==> config.mk <==
export PLATFORM = sky130hd
export DESIGN_NAME = keypad_matrix_scanner
export DESIGN_NICKNAME = d
export VERILOG_FILES = /design/src/hw/rtl/kms_pkg.sv /design/src/hw/rtl/kms_in_stage.sv /design/src/hw/rtl/kms_engine.sv /design/src/hw/rtl/kms_out_stage.sv /design/src/hw/rtl/keypad_matrix_scanner.sv
export SDC_FILE = /design/constraint.sdc
export NUM_CORES = 1
export LEC_CHECK = 0
export ABC_CLOCK_PERIOD_IN_PS = 2900
export BUFFER_PORTS_ARGS = -buffer_cell sky130_fd_sc_hd__buf_4
export CORE_UTILIZATION = 45
export CTS_CLUSTER_SIZE = 28
export DETAILED_ROUTE_END_ITERATION = 16
export PLACE_DENSITY = 0.71
export SYNTH_ARGS = -nofsm -noshare
export SYNTH_HDL_FRONTEND = slang
export SYNTH_SLANG_ARGS = --single-unit
==> constraint.sdc <==
create_clock -name clk -period 2.9 [get_ports clk]
set_input_delay 0.145 -clock clk [delete_from_list [all_inputs] [get_ports clk]]
set_output_delay 0.145 -clock clk [all_outputs]
set_load 0.1 [all_outputs]
==> src/hw/rtl/kms_pkg.sv <==
package kms_pkg;

  localparam int BUFFER_DEPTH = 4;
  localparam int COUNT_W      = 3;
  localparam int SLOT_W       = 2;
  localparam int CODE_W       = 7;
  localparam int QUIET_W      = 8;
  localparam int MASK_W       = 16;

  localparam logic [1:0] FUNC_TICK  = 2'd0;
  localparam logic [1:0] FUNC_EDGE  = 2'd1;
  localparam logic [1:0] FUNC_CLEAR = 2'd2;

  localparam logic CFG_DEBOUNCE = 1'b0;
  localparam logic CFG_DISABLED = 1'b1;

  localparam logic [QUIET_W-1:0] DEBOUNCE_RESET = 8'd16;
  localparam logic [MASK_W-1:0]  DISABLED_RESET = 16'h5000;
  localparam logic [QUIET_W-1:0] QUIET_MAX      = 8'd255;

  typedef struct packed {
    logic [1:0] func;
    logic [3:0] column_levels;
    logic [1:0] edge_column;
  } item_t;

  typedef struct packed {
    logic [3:0]         row_drive;
    logic               key_valid;
    logic [CODE_W-1:0]  key_code;
    logic [SLOT_W-1:0]  key_slot;
    logic [COUNT_W-1:0] key_count;
    logic               overflow;
  } result_t;

  function automatic logic [CODE_W-1:0] key_ascii(input logic [3:0] pos);
    logic [CODE_W-1:0] code;
    case (pos)
      4'd0:    code = 7'h31;
      4'd1:    code = 7'h32;
      4'd2:    code = 7'h33;
      4'd3:    code = 7'h41;
      4'd4:    code = 7'h34;
      4'd5:    code = 7'h35;
      4'd6:    code = 7'h36;
      4'd7:    code = 7'h42;
      4'd8:    code = 7'h37;
      4'd9:    code = 7'h38;
      4'd10:   code = 7'h39;
      4'd11:   code = 7'h43;
      4'd12:   code = 7'h2A;
      4'd13:   code = 7'h30;
      4'd14:   code = 7'h23;
      default: code = 7'h44;
    endcase
    return code;
  endfunction

endpackage

==> src/hw/rtl/kms_in_stage.sv <==
module kms_in_stage (
  input  logic                clk,
  input  logic                rst_n,
  input  logic                in_valid,
  output logic                in_stall,
  input  kms_pkg::item_t      in_item,
  input  logic                take,
  output logic                item_valid,
  output kms_pkg::item_t      item
);

  logic           valid_r, valid_nxt;
  kms_pkg::item_t item_r;
  logic           accept;

  assign in_stall   = valid_r & ~take;
  assign accept     = in_valid & ~in_stall;
  assign item_valid = valid_r;
  assign item       = item_r;

  always_comb begin
    valid_nxt = valid_r;
    if (accept) begin
      valid_nxt = 1'b1;
    end else if (take) begin
      valid_nxt = 1'b0;
    end
  end

  always_ff @(posedge clk) begin
    if (!rst_n) begin
      valid_r <= 1'b0;
    end else begin
      valid_r <= valid_nxt;
    end
  end

  always_ff @(posedge clk) begin
    if (accept) begin
      item_r <= in_item;
    end
  end

endmodule

==> src/hw/rtl/kms_engine.sv <==
module kms_engine (
  input  logic                          clk,
  input  logic                          rst_n,
  input  logic                          fire,
  input  kms_pkg::item_t                item,
  input  logic [kms_pkg::QUIET_W-1:0]   debounce_ticks,
  input  logic [kms_pkg::MASK_W-1:0]    disabled_keys,
  output kms_pkg::result_t              result
);

  logic [1:0]                        scan_phase_r, scan_phase_nxt;
  logic [1:0]                        current_row_r, current_row_nxt;
  logic [3:0]                        drive_pattern_r, drive_pattern_nxt;
  logic [kms_pkg::QUIET_W-1:0]       quiet_ticks_r, quiet_ticks_nxt;
  logic [kms_pkg::COUNT_W-1:0]       stored_count_r, stored_count_nxt;
  logic [3:0]                        pos;
  logic                              ok;
  logic                              full;

  assign pos  = {current_row_r, item.edge_column};
  assign ok   = (quiet_ticks_r >= debounce_ticks) && item.column_levels[item.edge_column]
                && !disabled_keys[pos];
  assign full = stored_count_r >= kms_pkg::COUNT_W'(kms_pkg::BUFFER_DEPTH);

  always_comb begin
    scan_phase_nxt    = scan_phase_r;
    current_row_nxt   = current_row_r;
    drive_pattern_nxt = drive_pattern_r;
    quiet_ticks_nxt   = quiet_ticks_r;
    stored_count_nxt  = stored_count_r;
    result            = '0;
    case (item.func)
      kms_pkg::FUNC_TICK: begin
        if (quiet_ticks_r != kms_pkg::QUIET_MAX) begin
          quiet_ticks_nxt = quiet_ticks_r + 1'b1;
        end
        if (item.column_levels == 4'd0) begin
          current_row_nxt   = scan_phase_r;
          drive_pattern_nxt = 4'd1 << scan_phase_r;
          scan_phase_nxt    = scan_phase_r + 1'b1;
        end
      end
      kms_pkg::FUNC_EDGE: begin
        if (ok) begin
          if (full) begin
            result.overflow = 1'b1;
          end else begin
            result.key_code  = kms_pkg::key_ascii(pos);
            result.key_slot  = stored_count_r[kms_pkg::SLOT_W-1:0];
            result.key_valid = 1'b1;
            stored_count_nxt = stored_count_r + 1'b1;
            quiet_ticks_nxt  = '0;
          end
        end
      end
      kms_pkg::FUNC_CLEAR: begin
        stored_count_nxt = '0;
      end
      default: begin
      end
    endcase
    result.row_drive = drive_pattern_nxt;
    result.key_count = stored_count_nxt;
  end

  always_ff @(posedge clk) begin
    if (!rst_n) begin
      scan_phase_r    <= '0;
      current_row_r   <= '0;
      drive_pattern_r <= '0;
      quiet_ticks_r   <= '0;
      stored_count_r  <= '0;
    end else if (fire) begin
      scan_phase_r    <= scan_phase_nxt;
      current_row_r   <= current_row_nxt;
      drive_pattern_r <= drive_pattern_nxt;
      quiet_ticks_r   <= quiet_ticks_nxt;
      stored_count_r  <= stored_count_nxt;
    end
  end

endmodule

==> src/hw/rtl/kms_out_stage.sv <==
module kms_out_stage (
  input  logic                         clk,
  input  logic                         rst_n,
  input  logic                         load,
  input  kms_pkg::result_t             result,
  output logic                         ready_for_load,
  output logic                         out_valid,
  input  logic                         out_stall,
  output logic [3:0]                   out_row_drive,
  output logic                         out_key_valid,
  output logic [kms_pkg::CODE_W-1:0]   out_key_code,
  output logic [kms_pkg::SLOT_W-1:0]   out_key_slot,
  output logic [kms_pkg::COUNT_W-1:0]  out_key_count,
  output logic                         out_overflow
);

  logic             valid_r, valid_nxt;
  kms_pkg::result_t result_r;

  assign ready_for_load = ~valid_r | ~out_stall;
  assign out_valid      = valid_r;
  assign out_row_drive  = result_r.row_drive;
  assign out_key_valid  = result_r.key_valid;
  assign out_key_code   = result_r.key_code;
  assign out_key_slot   = result_r.key_slot;
  assign out_key_count  = result_r.key_count;
  assign out_overflow   = result_r.overflow;

  always_comb begin
    valid_nxt = valid_r;
    if (load) begin
      valid_nxt = 1'b1;
    end else if (!out_stall) begin
      valid_nxt = 1'b0;
    end
  end

  always_ff @(posedge clk) begin
    if (!rst_n) begin
      valid_r <= 1'b0;
    end else begin
      valid_r <= valid_nxt;
    end
  end

  always_ff @(posedge clk) begin
    if (load) begin
      result_r <= result;
    end
  end

endmodule

==> src/hw/rtl/keypad_matrix_scanner.sv <==
// 4x4 keypad scanner with debounce and a four-entry key buffer. Each input
// transaction is an event (scan tick, column rising edge, buffer clear, or an
// unused function code, which changes no state) and yields exactly one result
// transaction. The block takes one event per clock cycle while the result side
// is not stalled; an accepted event is held in the input register and moves to
// the result register when that register is free, with the scanner state
// updated as the event moves from the first to the second. A stalled result
// holds the input register, which stalls the input. Configuration writes are
// always ready and must only be issued while no event is in flight.
module keypad_matrix_scanner (
  input  logic                         clk,
  input  logic                         rst_n,
  input  logic                         in_valid,
  output logic                         in_stall,
  input  logic [1:0]                   in_func,
  input  logic [3:0]                   in_column_levels,
  input  logic [1:0]                   in_edge_column,
  output logic                         out_valid,
  input  logic                         out_stall,
  output logic [3:0]                   out_row_drive,
  output logic                         out_key_valid,
  output logic [kms_pkg::CODE_W-1:0]   out_key_code,
  output logic [kms_pkg::SLOT_W-1:0]   out_key_slot,
  output logic [kms_pkg::COUNT_W-1:0]  out_key_count,
  output logic                         out_overflow,
  input  logic                         cfg_valid,
  output logic                         cfg_ready,
  input  logic                         cfg_index,
  input  logic [kms_pkg::MASK_W-1:0]   cfg_wdata
);

  logic [kms_pkg::QUIET_W-1:0] debounce_ticks_r;
  logic [kms_pkg::MASK_W-1:0]  disabled_keys_r;
  kms_pkg::item_t              in_item;
  kms_pkg::item_t              item;
  kms_pkg::result_t            result;
  logic                        item_valid;
  logic                        out_free;
  logic                        fire;

  assign cfg_ready = 1'b1;
  assign in_item   = '{func: in_func, column_levels: in_column_levels,
                       edge_column: in_edge_column};
  assign fire      = item_valid & out_free;

  always_ff @(posedge clk) begin
    if (!rst_n) begin
      debounce_ticks_r <= kms_pkg::DEBOUNCE_RESET;
      disabled_keys_r  <= kms_pkg::DISABLED_RESET;
    end else if (cfg_valid && cfg_ready) begin
      case (cfg_index)
        kms_pkg::CFG_DEBOUNCE: debounce_ticks_r <= cfg_wdata[kms_pkg::QUIET_W-1:0];
        kms_pkg::CFG_DISABLED: disabled_keys_r  <= cfg_wdata;
        default: begin
        end
      endcase
    end
  end

  kms_in_stage u_in_stage (
    .clk        (clk),
    .rst_n      (rst_n),
    .in_valid   (in_valid),
    .in_stall   (in_stall),
    .in_item    (in_item),
    .take       (out_free),
    .item_valid (item_valid),
    .item       (item)
  );

  kms_engine u_engine (
    .clk            (clk),
    .rst_n          (rst_n),
    .fire           (fire),
    .item           (item),
    .debounce_ticks (debounce_ticks_r),
    .disabled_keys  (disabled_keys_r),
    .result         (result)
  );

  kms_out_stage u_out_stage (
    .clk            (clk),
    .rst_n          (rst_n),
    .load           (fire),
    .result         (result),
    .ready_for_load (out_free),
    .out_valid      (out_valid),
    .out_stall      (out_stall),
    .out_row_drive  (out_row_drive),
    .out_key_valid  (out_key_valid),
    .out_key_code   (out_key_code),
    .out_key_slot   (out_key_slot),
    .out_key_count  (out_key_count),
    .out_overflow   (out_overflow)
  );

endmodule

Word level (Yosys, flattened, before mapping):

Memories as Yosys holds them, arrays and structs flattened.
Cells that the tools add are included.

* equal/unequal tests: 7
* magnitude comparators: 4
* reduce and logical (&&, ||, !) cells: 13
* multiplexer cells: 19
* shifts and indexed selects: 1
* add/subtract/negate cells: 3
* bitwise operators: 11

Operator list (number)
* $mux W8: 3
* $pmux W8 S2: 1
* $mux W10: 1
* $add A8 B1 Y8 const B: 1
* $ge A8 B8 Y1: 1
* $mux W4: 2
* $ne A8 B8 Y1 const B: 1
* $mux W1: 7
* $not A1 Y1: 7
* $mux W3: 2
* $ne A2 B1 Y1 const B: 3
* $pmux W3 S2: 1
* $reduce_and A2 Y1: 3
* $lt A4 B5 Y1 const B: 1
* $reduce_and A5 Y1: 1
* $bmux W1 S4: 1
* $logic_not A4 Y1: 1
* $reduce_bool A2 Y1: 2
* $shl A1 B2 Y4 const A: 1
* $add A3 B1 Y3 const B: 1
* $and A1 B1 Y1: 3
* $ge A3 B3 Y1 const B: 1
* $lt A2 B3 Y1 const B: 1
* $reduce_and A3 Y1: 1
* other kinds (10): 11

* memory bits (read-only): 112
* register bits: 71
* bits of input ports: 30
* word-level logic and storage cells: 77
* output and inout bits: 21
* memories: 1

Memories
* (no name shown): words 16, bits a word 7, rd ports 1, clocked after Yosys merged registers in 0, wr ports 0, RTL line kms_pkg.sv:38 `case (pos)`

Longest topological paths before layout:

Gate-level depths: netlist of the first run.

* word-level depth: 7
* depth in mapped cells: 8
* mapped depth without buffers: 8

By module:

Synthesis of the first run repeated with hierarchy kept, for this count alone.

* cells, all modules: 364
* area, all modules: 3684.8 µm²

Modules (own cells, without submodules)
* kms_engine: cells an instance 226, times used 1, area an instance 1855.5 µm²
* keypad_matrix_scanner: cells an instance 104, times used 1, area an instance 965.9 µm²
* kms_out_stage: cells an instance 22, times used 1, area an instance 575.6 µm²
* kms_in_stage: cells an instance 12, times used 1, area an instance 287.8 µm²

Least setup slack after synthesis of the first run:

OpenSTA, ideal clock, no wires.

* path kind: flip-flop to flip-flop
* from: register u_out_stage.valid_r, in the netlist u_out_stage.out_valid
* to: register u_engine.quiet_ticks_r[7] (netlist name)
* arrival time: 2561 ps
* library setup time: 129 ps
* period minus slack after synthesis: 2690 ps
* stages on the path, launching flop included: 7
* slack: 210 ps
* cell sequence: dfxtp_1 -> a21boi_2 -> nand3_1 -> a31oi_1 -> nand4_1 -> xor2_1 -> nor2_1

* word-level cells in the longest chain between the ends: 4

Ends and longest elaborated chain
* from (decl): RTL line kms_out_stage.sv:17 `logic valid_r, valid_nxt;`
* from (signal assigned): RTL line kms_out_stage.sv:42 `valid_r <= valid_nxt;`
* $not A1 Y1: RTL line kms_out_stage.sv:20 `assign ready_for_load = ~valid_r | ~out_stall;`
* $or A1 B1 Y1: RTL line kms_out_stage.sv:20
* $and A1 B1 Y1: RTL line keypad_matrix_scanner.sv:44 `assign fire = item_valid & out_free;`
* net fire: RTL line keypad_matrix_scanner.sv:39 `logic fire;`
* $reduce_and A5 Y1 (no source line)
* to (signal assigned): RTL line kms_engine.sv:77 `quiet_ticks_r <= quiet_ticks_nxt;`
* to (decl): RTL line kms_engine.sv:14 `logic [kms_pkg::QUIET_W-1:0] quiet_ticks_r, quiet_ticks_nxt;`

The timed path passes the listed nets, and every way through them passes these cells.
A chain may end at the register's enable or synchronous reset.

==> results_dict.tcl, run 1 <==
set metrics [dict create \
    placed_cell_area_sq_um 3890 \
    syn_area_sq_um 3450 \
    remaining_drc_errors 0 \
    grtUsageTotal_pct 19.4 \
    fin_setup_tns_ns 0 \
    routed-via-count 2527 \
    gp_congestion 0.753 \
    max_freq_mhz 431 \
    clock_latency_ns 0.35 \
    rows 31 \
    antennaDiodeCount 0 \
    status "finished, final reports clean" \
    critical_path_class "register to register" \
    crit_buf_inv 0 \
    grt_pass1_vias 2451 \
    syn_nets 390 \
    final_common_cell "nand2_1" \
    setup_violations 0 \
    cts.repair.resized 0 \
    ys_warn_count 0 \
    end_kind "register" \
    clock_skew_ns 0.0100 \
    synthArstFlopShare_pct 0 \
    post-route-period-util_pct 80.0 \
    crit_arrival_ns 2.43 \
    p_leak_nw 1.67 \
    synth-main-ff-cell "dfxtp_1" \
    cp_slowest_cell "edfxtp_1" \
    antenna_found_initial 0 \
    tritoncts "built" \
    cts_sinks 71 \
    ys_seq_area_share_pct 48.7 \
    maxSlewViolCount 0 \
    nNetsFinal 447 \
    clock_path_buffers 2 \
    rsz0062_at_grt "no" \
    drtAntennaViolNets 0 \
    powerDensity_nw_per_um2 504 \
    max_slew.worst_pin.slew_ns 0.885 \
    first_pass_iters 4 \
    layout_common_cells "nand2_1, buf_4, dfxtp_1" \
    max-vdd-ir-drop_mv 0.239 \
    drive_gt1_share_pct 19.0 \
    cts_buffers 9 \
    vias_per_cell 5.07 \
    syn_to_final_growth_pct 21.0 \
    grt_pass1_wl_um 11500 \
    syn_avg_cell_area_sq_um 10.2 \
    cpPeakStageDelay_ns 0.54 \
    initial_core_util_pct 47.1 \
    ys_seq_elements 71 \
    synth.distinct_cells 49 \
    dp_hpwl_um 4730 \
    synth_edf_count 26 \
    placement.io_buffers 49 \
    cts-root-buf "clkbuf_8" \
    hold_ws_ns 0.0144 \
    power_mw 2.10 \
    cts_setup_buffers 0 \
    final_hold_viol_count 0 \
    gr-total-overflow 0 \
    wire_per_inst_um 13.6 \
    hold_buffers 10 \
    die_w_um 89.6 \
    worstPathRequired_ns 3.01 \
    synthCells 338 \
    dieArea_sq_um 8020 \
    boundaryPins 51 \
    fin_area_sq_um 4170 \
    grt_max_degree 44 \
    min-delay-path-class "primary input to register" \
    htreeDepth 3 \
    cp-start-kind "register" \
    critPathTopFamily "compound AO/OA/AOI/OAI gates" \
    fill_cells 649 \
    drt_iter0_drc 71 \
    min_period_ns 2.32 \
    path_max_fanout 8 \
    drt-total-wl_um 6770 \
    cap_violations 0 \
    core_area_sq_um 7330 \
    crit_chain "mux2_2 > a222oi_1 > a22o_1 > o211a_4 > o21ai_0 > a32o_1" \
    slew_headroom_pct 40.9 \
    die_h_um 89.6 \
    clkTransAtPathRegs_ns 0.07 \
]
tightest hold or removal path, stage by stage:
cell and delay (ns):
buf_4 0.08, nand2_1 0.04, nand3_1 0.07
worst paths after layout:
kind | startpoint | endpoint | slack, ns | cells after the start
setup / recovery | u_in_stage.item[1]$_DFFE_PP_ | u_out_stage.out_key_count[0]$_DFFE_PP_ | 0.58 | 6
hold / removal | cfg_wdata[14] | disabled_keys_r[14]$_SDFFE_PN1P_ | 0.01 | 3
setup reg to reg | u_in_stage.item[1]$_DFFE_PP_ | u_out_stage.out_key_count[0]$_DFFE_PP_ | 0.58 | 6
hold reg to reg | disabled_keys_r[6]$_SDFFE_PN0P_ | disabled_keys_r[6]$_SDFFE_PN0P_ | 0.46 | 2
registers in the layout, indices dropped and copies added, names as in the netlist, 3 cells and up:
| signal | cells |
|---|---|
| u_out_stage.out_key_code | 7 |
| u_engine.drive_pattern_r | 4 |
| u_out_stage.out_row_drive | 4 |
| disabled_keys_r | 16 |
| u_out_stage.out_key_count | 3 |
| u_engine.quiet_ticks_r | 8 |
| u_engine.stored_count_r | 3 |
| debounce_ticks_r | 8 |
| u_in_stage.item | 8 |
through the flow:
step | utilization [%] | cells | setup WS, ns
global placement | 53.0 | 473 | 0.619
finish | 56.9 | 498 | 0.581
global route | 56.9 | 498 | 0.419
detailed placement | 53.0 | 473 | 0.589
floorplan | - | 338 | 0.210
CTS | 56.9 | 498 | 0.567
layer usage:
metal	part of all wire, %	vias up	track usage [%]
met5	0	-	0
met2	44	53	29.9
met3	5.1	13	6.93
li1	-	1295	-
met4	1.9	0	6.78
met1	49	1166	25.1
synthesized netlist by cell type (2+ instances only):
cell type  count  area share (%)
nand2b_1       2            0.36
nor3b_1        3            0.65
o21ai_0        5            0.73
mux2_2         6             2.0
buf_2          2            0.29
edfxtp_1      26              23
nor2b_1       12             2.2
and2_1         4            0.73
nand2_1       58             6.3
a21boi_0      22             4.8
o31ai_1        3            0.65
a31oi_1        3            0.54
mux2i_1       14             4.1
ha_1          22             8.0
a22o_1         2            0.51
nor2_1        17             1.8
and3_1         6             1.1
inv_1         20             2.2
a211oi_1       4            0.87
xor2_1         7             1.8
dfxtp_1       45              26
a21oi_1        3            0.44
nand3_1        8             1.2
clkbuf_1      11             1.2
nand4_1        6             1.1
nor3_1         2            0.29
mux4_2         2             1.3
xnor2_1        2            0.51
area by class of cell:
type                            count  area, sq um  area share (%)
Inverter                           20         75.1            1.80
Multi-Input combinational cell    232         1620            38.9
Clock buffer                       15          188            4.50
Timing Repair Buffer               61          483            11.6
Sequential cell                    71         1680            40.3
Tap cell                           99          124            2.97
kinds of logic (layout without fill, tap and decap cells):
logic type | after synthesis | in the layout | share of synthesized area [%]
muxes | 23 | 23 | 7.65
xor gates and xnor gates | 9 | 9 | 2.29
adders and majority gates | 22 | 22 | 7.98
DFF | 71 | 71 | 48.7
other | 1 | 1 | 0.109
AOI/OAI and AO/OA | 55 | 55 | 12.4
and+or+nand+nor | 122 | 122 | 16.6
buffers and inverters | 35 | 96 | 4.21
power by group:
| group | switching (mW) | internal (mW) | total (mW) |
|---|---|---|---|
| registers | 0.0215 | 1.07 | 1.09 |
| logic | 0.172 | 0.0949 | 0.267 |
| clock network | 0.342 | 0.406 | 0.748 |
Power figures use the tool's default switching activity.
==> run 2, diff against run 1 <==
--- a/config.mk
+++ b/config.mk
@@ -5,12 +5,13 @@
 export SDC_FILE = /design/constraint.sdc
 export NUM_CORES = 1
 export LEC_CHECK = 0
-export ABC_CLOCK_PERIOD_IN_PS = 2900
+export ABC_AREA = 1
+export ABC_CLOCK_PERIOD_IN_PS = 2050
 export BUFFER_PORTS_ARGS = -buffer_cell sky130_fd_sc_hd__buf_4
 export CORE_UTILIZATION = 45
 export CTS_CLUSTER_SIZE = 28
 export DETAILED_ROUTE_END_ITERATION = 16
-export PLACE_DENSITY = 0.71
+export PLACE_DENSITY = 0.74
 export SYNTH_ARGS = -nofsm -noshare
 export SYNTH_HDL_FRONTEND = slang
 export SYNTH_SLANG_ARGS = --single-unit
==> constraint.sdc (replaced) <==
create_clock -name clk -period 2.05 [get_ports clk]
set_input_delay 0.1025 -clock clk [delete_from_list [all_inputs] [get_ports clk]]
set_output_delay 0.1025 -clock clk [all_outputs]
set_load 0.1 [all_outputs]
==> run 2 against run 1 <==
Effect of this change: hold slack better by 0.0039 ns; maximum frequency is 24% higher; register-to-register slack worse by 0.40 ns; area after synthesis is 1.9% higher; clock power is 71% higher; clock skew is 0.0025 ns higher; critical path type unchanged; highest routed layer unchanged.
==> results_dict.tcl, run 2 <==
set metrics [dict create \
    wire_per_inst_um 12.5 \
    slew_headroom_pct 59.7 \
    synthTopCellsByArea "dfxtp_1, edfxtp_1, nand2_1" \
    critical_path_class "register to register" \
    ff2ff_setup_slack_ns 0.18 \
    rows 31 \
    synth.distinct_cells 37 \
    cts-root-buf "clkbuf_8" \
    synth_top_cell_by_area "dfxtp_1" \
    grtUsageTotal_pct 19.2 \
    synthTopCellsByCount "nand2_1, inv_1, dfxtp_1" \
    final_common_cell "nand2_1" \
    gr-total-overflow 0 \
    syn_nets 475 \
    fin_setup_tns_ns 0 \
    end_kind "register" \
    ys_seq_area_share_pct 47.8 \
    core_area_sq_um 7410 \
    initial_core_util_pct 47.5 \
    layout_common_cells "nand2_1, buf_4, inv_1" \
    whs_endpoint "disabled_keys_r[10]$_SDFFE_PN0P_" \
    max_slew.worst_pin.slew_ns 0.603 \
    vias_per_cell 4.99 \
    grt_max_degree 30 \
    grt_pass1_wl_um 12500 \
    tritoncts "built" \
    cts_sinks 71 \
    antennaDiodeCount 0 \
    min_period_ns 1.87 \
    synthArstFlopShare_pct 0 \
    synth_top_area_share_pct 25.6 \
    setup_violations 0 \
    largest_register_ffs 16 \
    ff2ff_path_depth 8 \
    rsz0062_at_grt "no" \
    setup_ws_ns 0.182 \
    worstPathRequired_ns 2.23 \
    dieArea_sq_um 8170 \
    antenna_found_initial 0 \
    routed-via-count 2987 \
    placement.io_buffers 49 \
    pre_cts_ws_ns 0.0587 \
    ys_warn_count 0 \
    crit_arrival_ns 2.04 \
    largest-register "disabled_keys_r" \
    cp-start-kind "register" \
    rr_endpoint "u_out_stage.out_key_code[0]$_SDFFCE_PP0P_" \
    max-vdd-ir-drop_mv 0.384 \
    clock_path_buffers 2 \
    gp_congestion 0.821 \
    maxSlewViolCount 0 \
    post-route-period-util_pct 91.1 \
    reg2reg_from "u_engine.quiet_ticks_r[7]$_SDFFE_PN0P_" \
    cts_buffers 9 \
    path_max_fanout 10 \
    synth_edf_count 26 \
    final_hold_viol_count 0 \
    remaining_drc_errors 0 \
    grt_pass1_vias 2821 \
    synthCells 423 \
    drt-total-wl_um 7480 \
    nNetsFinal 546 \
    syn_area_sq_um 3520 \
    hp-start "cfg_wdata[10]" \
    htreeDepth 3 \
    max_freq_mhz 535 \
    clock_latency_ns 0.35 \
    ys_seq_elements 71 \
    powerDensity_nw_per_um2 753 \
    dp_hpwl_um 5020 \
    die_h_um 90.4 \
    status "finished, final reports clean" \
    clock_skew_ns 0.0126 \
    p_leak_nw 1.93 \
    die_w_um 90.4 \
    synthMostInstantiatedCell "nand2_1" \
    cap_violations 0 \
    boundaryPins 51 \
    drtAntennaViolNets 0 \
    synth-main-ff-cell "dfxtp_1" \
    syn_avg_cell_area_sq_um 8.31 \
    hold_depth 3 \
    drive_gt1_share_pct 20.2 \
    clkTransAtPathRegs_ns 0.08 \
    first_pass_iters 4 \
    min-delay-path-class "primary input to register" \
    syn_to_final_growth_pct 25.7 \
    drt_iter0_drc 148 \
]
run 2: changes by cell type after synthesis, sizes merged, moves of 5 or more:
cell / previous run / this run
mux2i: 14 / 0
inv: 20 / 57
a21oi: 3 / 43
mux2: 7 / 0
a21boi: 23 / 0
xor2: 7 / 2
nor2: 17 / 46
nand2: 59 / 86
nand3: 8 / 21
o21ai: 6 / 33
nor2b: 12 / 0
and2: 5 / 0
run 2: final cells by class:
class	instances	area, sq um
well taps	99	124
inverters	59	223
clock buffers	11	153
clock inverters	5	77.6
flip-flops and latches	71	1690
fillers	636	2990
multi-input cells	283	1600
repair buffers	70	556
run 2: metrics by stage:
stage	hold slack [ns]	std cells	util [%]	power (mW)	cell area [sq um]
floorplan	0.201	423	-	1.92	3530
global placement	0.282	566	54.0	2.03	4000
detailed placement	0.282	566	54.0	2.04	4000
CTS	0.0137	594	58.8	3.34	4350
global route	0.0157	598	59.7	3.45	4420
finish	0.0183	598	59.7	3.33	4420
run 2: metal layers:
metal	global-route usage [%]	share of wire (%)	vias up
met5	0	0	-
met4	11.6	2.0	0
met3	3.62	4.5	13
met2	31.0	48	92
met1	23.8	45	1340
li1	-	-	1542
run 2: kinds of logic after synthesis:
kind of cell,share of synthesized area [%]
flip-flops,47.8
AND/OR/NAND/NOR,21.9
adder cells (fa/ha/maj),7.83
XOR/XNOR,0.747
buffers and inverters,8.11
other,0.107
AO/OA/AOI/OAI,13.5
run 2: worst max-delay path by stage:
stage,slack (ns),endpoint,cells after the start,start
2_1_floorplan,0.07,u_engine.quiet_ticks_r[2]$_SDFFE_PN0P_,8,u_out_stage.out_valid$_SDFFE_PN0P_
3_3_place_gp,0.13,u_out_stage.out_key_code[0]$_SDFFCE_PP0P_,12,u_engine.quiet_ticks_r[0]$_SDFFE_PN0P_
3_5_place_dp,0.06,u_out_stage.out_key_code[0]$_SDFFCE_PP0P_,12,u_engine.quiet_ticks_r[0]$_SDFFE_PN0P_
4_1_cts,0.03,u_out_stage.out_key_code[0]$_SDFFCE_PP0P_,11,u_engine.quiet_ticks_r[3]$_SDFFE_PN0P_
5_1_grt,0.008,u_out_stage.out_key_count[1]$_DFFE_PP_,13,debounce_ticks_r[1]$_SDFFE_PN0P_
6_report,0.18,u_out_stage.out_key_code[0]$_SDFFCE_PP0P_,8,u_engine.quiet_ticks_r[7]$_SDFFE_PN0P_
run 2: critical path: stages (launching register included):
cell      delay [ns]
dfxtp_1         0.37
ha_1            0.31
nand2_1         0.07
o21a_1          0.22
nand2_1         0.09
nand2_2         0.11
nor2_4          0.17
nand3_4         0.15
a211oi_2        0.21
run 2: power breakdown:
group	leakage [nW]	switching (mW)	internal, mW	total (mW)
clock	0.116	0.522	0.758	1.28
sequential	0.621	0.0280	1.53	1.55
combinational	1.19	0.333	0.163	0.495
run 2: what timing repair did:
item | in CTS | in global routing
gates resized for setup | 0 | 7
hold buffers | 12 | 0
endpoints found under the setup margin | 0 | 21
hold endpoints to repair | 12 | 0
setup buffers | 0 | 3
